<file path="src/hdl/bba_ram.sv">
// Generic single-write, single-read RAM with registered read data.
`default_nettype none

module bba_ram #(
    parameter int WIDTH = 8,
    parameter int DEPTH = 16
) (
    input  wire logic                     aclk,
    input  wire logic                     we,
    input  wire logic [$clog2(DEPTH)-1:0] waddr,
    input  wire logic [WIDTH-1:0]         wdata,
    input  wire logic [$clog2(DEPTH)-1:0] raddr,
    output logic      [WIDTH-1:0]         rdata
);

    logic [WIDTH-1:0] mem [DEPTH];

    // Write port and registered read port.
    always_ff @(posedge aclk) begin
        if (we) begin
            mem[waddr] <= wdata;
        end
        rdata <= mem[raddr];
    end

endmodule

`default_nettype wire
</file>
<file path="config.mk">
export PLATFORM = sky130hd
export DESIGN_NAME = bba_ram
export DESIGN_NICKNAME = d
export VERILOG_FILES = /design/src/hdl/bba_ram.sv
export SDC_FILE = /design/constraint.sdc
export NUM_CORES = 1
export LEC_CHECK = 0
export ABC_CLOCK_PERIOD_IN_PS = 3800
export BUFFER_PORTS_ARGS = -buffer_cell sky130_fd_sc_hd__buf_2
export CAP_MARGIN = 20
export CORE_MARGIN = 2
export CORE_UTILIZATION = 50
export CTS_BUF_LIST = sky130_fd_sc_hd__clkbuf_16
export DETAILED_ROUTE_END_ITERATION = 6
export PLACE_DENSITY = 0.78
export SYNTH_ARGS = -nofsm -noshare
export SYNTH_HDL_FRONTEND = slang
export SYNTH_SLANG_ARGS = --single-unit
</file>
<file path="constraint.sdc">
create_clock -name aclk -period 3.8 [get_ports aclk]
set_input_delay 0.76 -clock aclk [delete_from_list [all_inputs] [get_ports aclk]]
set_output_delay 0.76 -clock aclk [all_outputs]
set_load 0.005 [all_outputs]
</file>
## Word level (Yosys, flattened, before mapping)

Memory sizes are Yosys's and may differ from the RTL's. A register that Yosys moved wholly into a read port is not among the register bits.
Cells that the tools add are included.

| word-level totals | value |
|---|---|
| input port bits | 18 |
| word-level logic and storage cells | 3 |
| memories | 1 |
| memory bits (writable) | 128 |
| bits in registers | 0 |

| operators by class | value |
|---|---|
| muxes and demuxes | 2 |

Memory list:

| name | words | width | read ports | clocked after Yosys merged registers in | write ports | line | text |
|---|---|---|---|---|---|---|---|
| mem | 16 | 8 | 1 | 1 | 1 | 16 | `logic [WIDTH-1:0] mem [DEPTH];` |

Operators by type and width:

| cell | number |
|---|---|
| $mux W1 | 2 |

## Longest topological paths before layout

| depth | value |
|---|---|
| word-level depth | 2 |
| mapped depth | 5 |

## Least setup slack after synthesis

Ideal clock, no wire load.

| path | value |
|---|---|
| kind | input to register |
| start point | input waddr[2] |
| end point | memory mem[0][0], enable pin |
| path buffers | 0 |
| required time | 3.417 ns |
| arrival | 1.870 ns |
| cell stages on the path | 2 |
| setup time | 0.383 ns |
| setup slack | 1.547 ns |
| cell sequence | or3b_2 > nor3_1 |

RTL lines:

| element | line | text |
|---|---|---|
| start, declared | 10 | `input wire logic [$clog2(DEPTH)-1:0] waddr,` |
| end, declared | 16 |  |

Straight into the memory's write port.

==> flow_summary.ini <==
[status]
status = completed

[final_layout]
antennaDiodeCount = 0
postLayoutCellArea_sq_um = 6030
syn2layout_area_growth_pct = 17.1
nets = 287
register_area_sq_um = 4000
fin_util = 0.595
drive_above_1_share = 0.287
n_fill_cell = 677
multi_input_area_sq_um = 1060

[die]
core_area_sq_um = 10100
die_y_um = 105
die_area_sq_um = 11100
rows = 37
initial_core_util = 0.508
pin_count = 26
chipWidth_um = 105

[sta]
timing.fmax_ghz = 0.456
hold_violations = 0
finalSetupTns_ns = 0
drv_slew = 0
finalCriticalPeriod_ns = 2.19
rsz0062_at_grt = false
holdWs_ns = 0.675
worstMarginPinSlew_ns = 0.931
period_share = 0.577
relSlewSlack = 0.377
skew_ns = 0.00836
final-setup-viol-count = 0
worst_slack_ns = 1.61

[clock_tree]
cts_tree = done
root_buffer = clkbuf_16
clk_latency_ns = 0.41
cts.repair.resized = 0
clock-sinks = 136
post_cts_buffers = 0
clkTransAtPathRegs_ns = 0.06
clockBufferDepth = 2
htreeDepth = 4
postCtsHoldBufs = 0
cts_buffers = 17

[global_routing]
grt-ovfl-total = 0
antenna_found_initial = 0
grt_pass1_vias = 2554
grt_max_degree = 33
grt_pass1_wl_mm = 14.8
grt_util_all_layers = 0.192

[yosys]
synthXorXnorAreaFrac = 0
synth_mux_area_frac = 0.150
synth_area_leaders = edfxtp_1, mux4_2, mux4_1
avgSynthCellArea_sq_um = 22.5
ys_seq_elements = 136
synth_top_family_by_area = multiplexers
synth_area_sq_um = 5150
synth_compound_area_frac = 0.0233
synth_edf_count = 128
yosysWarnings = 0
yosysTopAreaCellShare = 0.747
synth_common_cells = edfxtp_1, mux4_2, a22oi_1
yosysTopAreaCell = edfxtp_1
synth_flop_cell = edfxtp_1
async_flop_share = 0
synth_fa_ha_area_frac = 0
ys_types = 19
synthSimpleGateAreaFrac = 0.0318
syn_nets = 247
netlist_instances = 229
synth_most_common_cell = edfxtp_1
yosysSeqAreaShare = 0.778

[placement]
place_congestion = 0.739
hpwl_mm = 5.64
placed_area_sq_um = 5400
io_buffers = 25
pre_cts_slack_ns = 1.16

[routing]
routed_wl_mm = 9.74
drt_iter0_drc = 291
drt_pass1_iterations = 4
drc = 0
routed-via-count = 2374
ant_nets = 0
via_per_inst = 5.68
routedWlPerCell_um = 23.3

[critical_path]
worst_setup_path_end_kind = flip-flop
required_ns = 4.08
crit_arrival_ns = 2.47
worst_setup_path_start_kind = input port
critPathMaxFanout = 23
critical_path_class = input port to flip-flop

[min_path]
hp-class = flip-flop to flip-flop

[job]
maxCapViolations = 0

[pwr]
peakVddDrop_uv = 316
powerDensity_nw_per_um2 = 587
cellLeakagePower_uw = 0.00201
==> final cells by class <==
type	count	area share
Timing Repair Buffer	31	0.0282
Multi-Input combinational cell	83	0.175
Clock inverter	15	0.0334
Clock buffer	17	0.0706
Tap cell	136	0.0282
Sequential cell	136	0.664
==> metal layers <==
metal / routed length [um] / share of wire / GRT usage
met2: 5110 / 0.53 / 0.307
met1: 4030 / 0.41 / 0.251
met3: 526 / 0.054 / 0.0569
met4: 63 / 0.0065 / 0.0705
met5: 0 / 0 / 0
==> kinds of logic after synthesis <==
| group | Yosys count |
|---|---|
| AOI/OAI and AO/OA | 16 |
| and+or+nand+nor | 35 |
| buffers and inverters | 10 |
| muxes | 32 |
| DFF | 136 |
==> cell usage in the layout, fill, tap and decap left out <==
cell and instances:
edfxtp_1 128, buf_2 25, mux4_2 18, clkbuf_16 17, a22oi_1 16, mux4_1 14
nor2_1 13, nand2_1 9, dfxtp_1 8, buf_4 6, clkinvlp_4 5, nor3_1 4
bufinv_16 4, nand3b_1 2, nand2b_1 2, clkinv_4 2, inv_6 2, nor2b_1 1
and2_1 1, and2b_1 1, nand3_1 1, or3b_2 1, clkinv_1 1, clkinv_2 1
==> report_power, final <==
group | internal (uW) | switching [uW]
logic | 61.5 | 83.2
registers | 1680 | 10.7
clock network | 1100 | 609
==> sequential cells by signal (all words and copies together), names as in the netlist <==
signal and flops:
mem 128, rdata 8
==> metrics by stage <==
| stage | total power, uW | instances |
|---|---|---|
| floorplan | 1800 | 229 |
| global placement | 1860 | 386 |
| detailed placement | 1860 | 386 |
| CTS | 3560 | 418 |
| global route | 3640 | 418 |
| finish | 3540 | 418 |
==> final timing paths <==
path,slack [ns],cells past startpoint,start,endpoint
max,1.61,5,raddr[0],rdata[0]$_DFF_P_
min reg2reg,0.67,3,mem[6][0]$_DFFE_PP_,rdata[0]$_DFF_P_
min,0.67,3,mem[6][0]$_DFFE_PP_,rdata[0]$_DFF_P_
max reg2reg,2.36,3,mem[8][1]$_DFFE_PP_,rdata[1]$_DFF_P_
==> worst max-delay path, cell delays in order <==
cell and delay [ns]:
buf_2 0.57, buf_4 0.31, mux4_1 0.56, a22oi_1 0.19, nand2_1 0.07
Power figures use the tool's default switching activity.
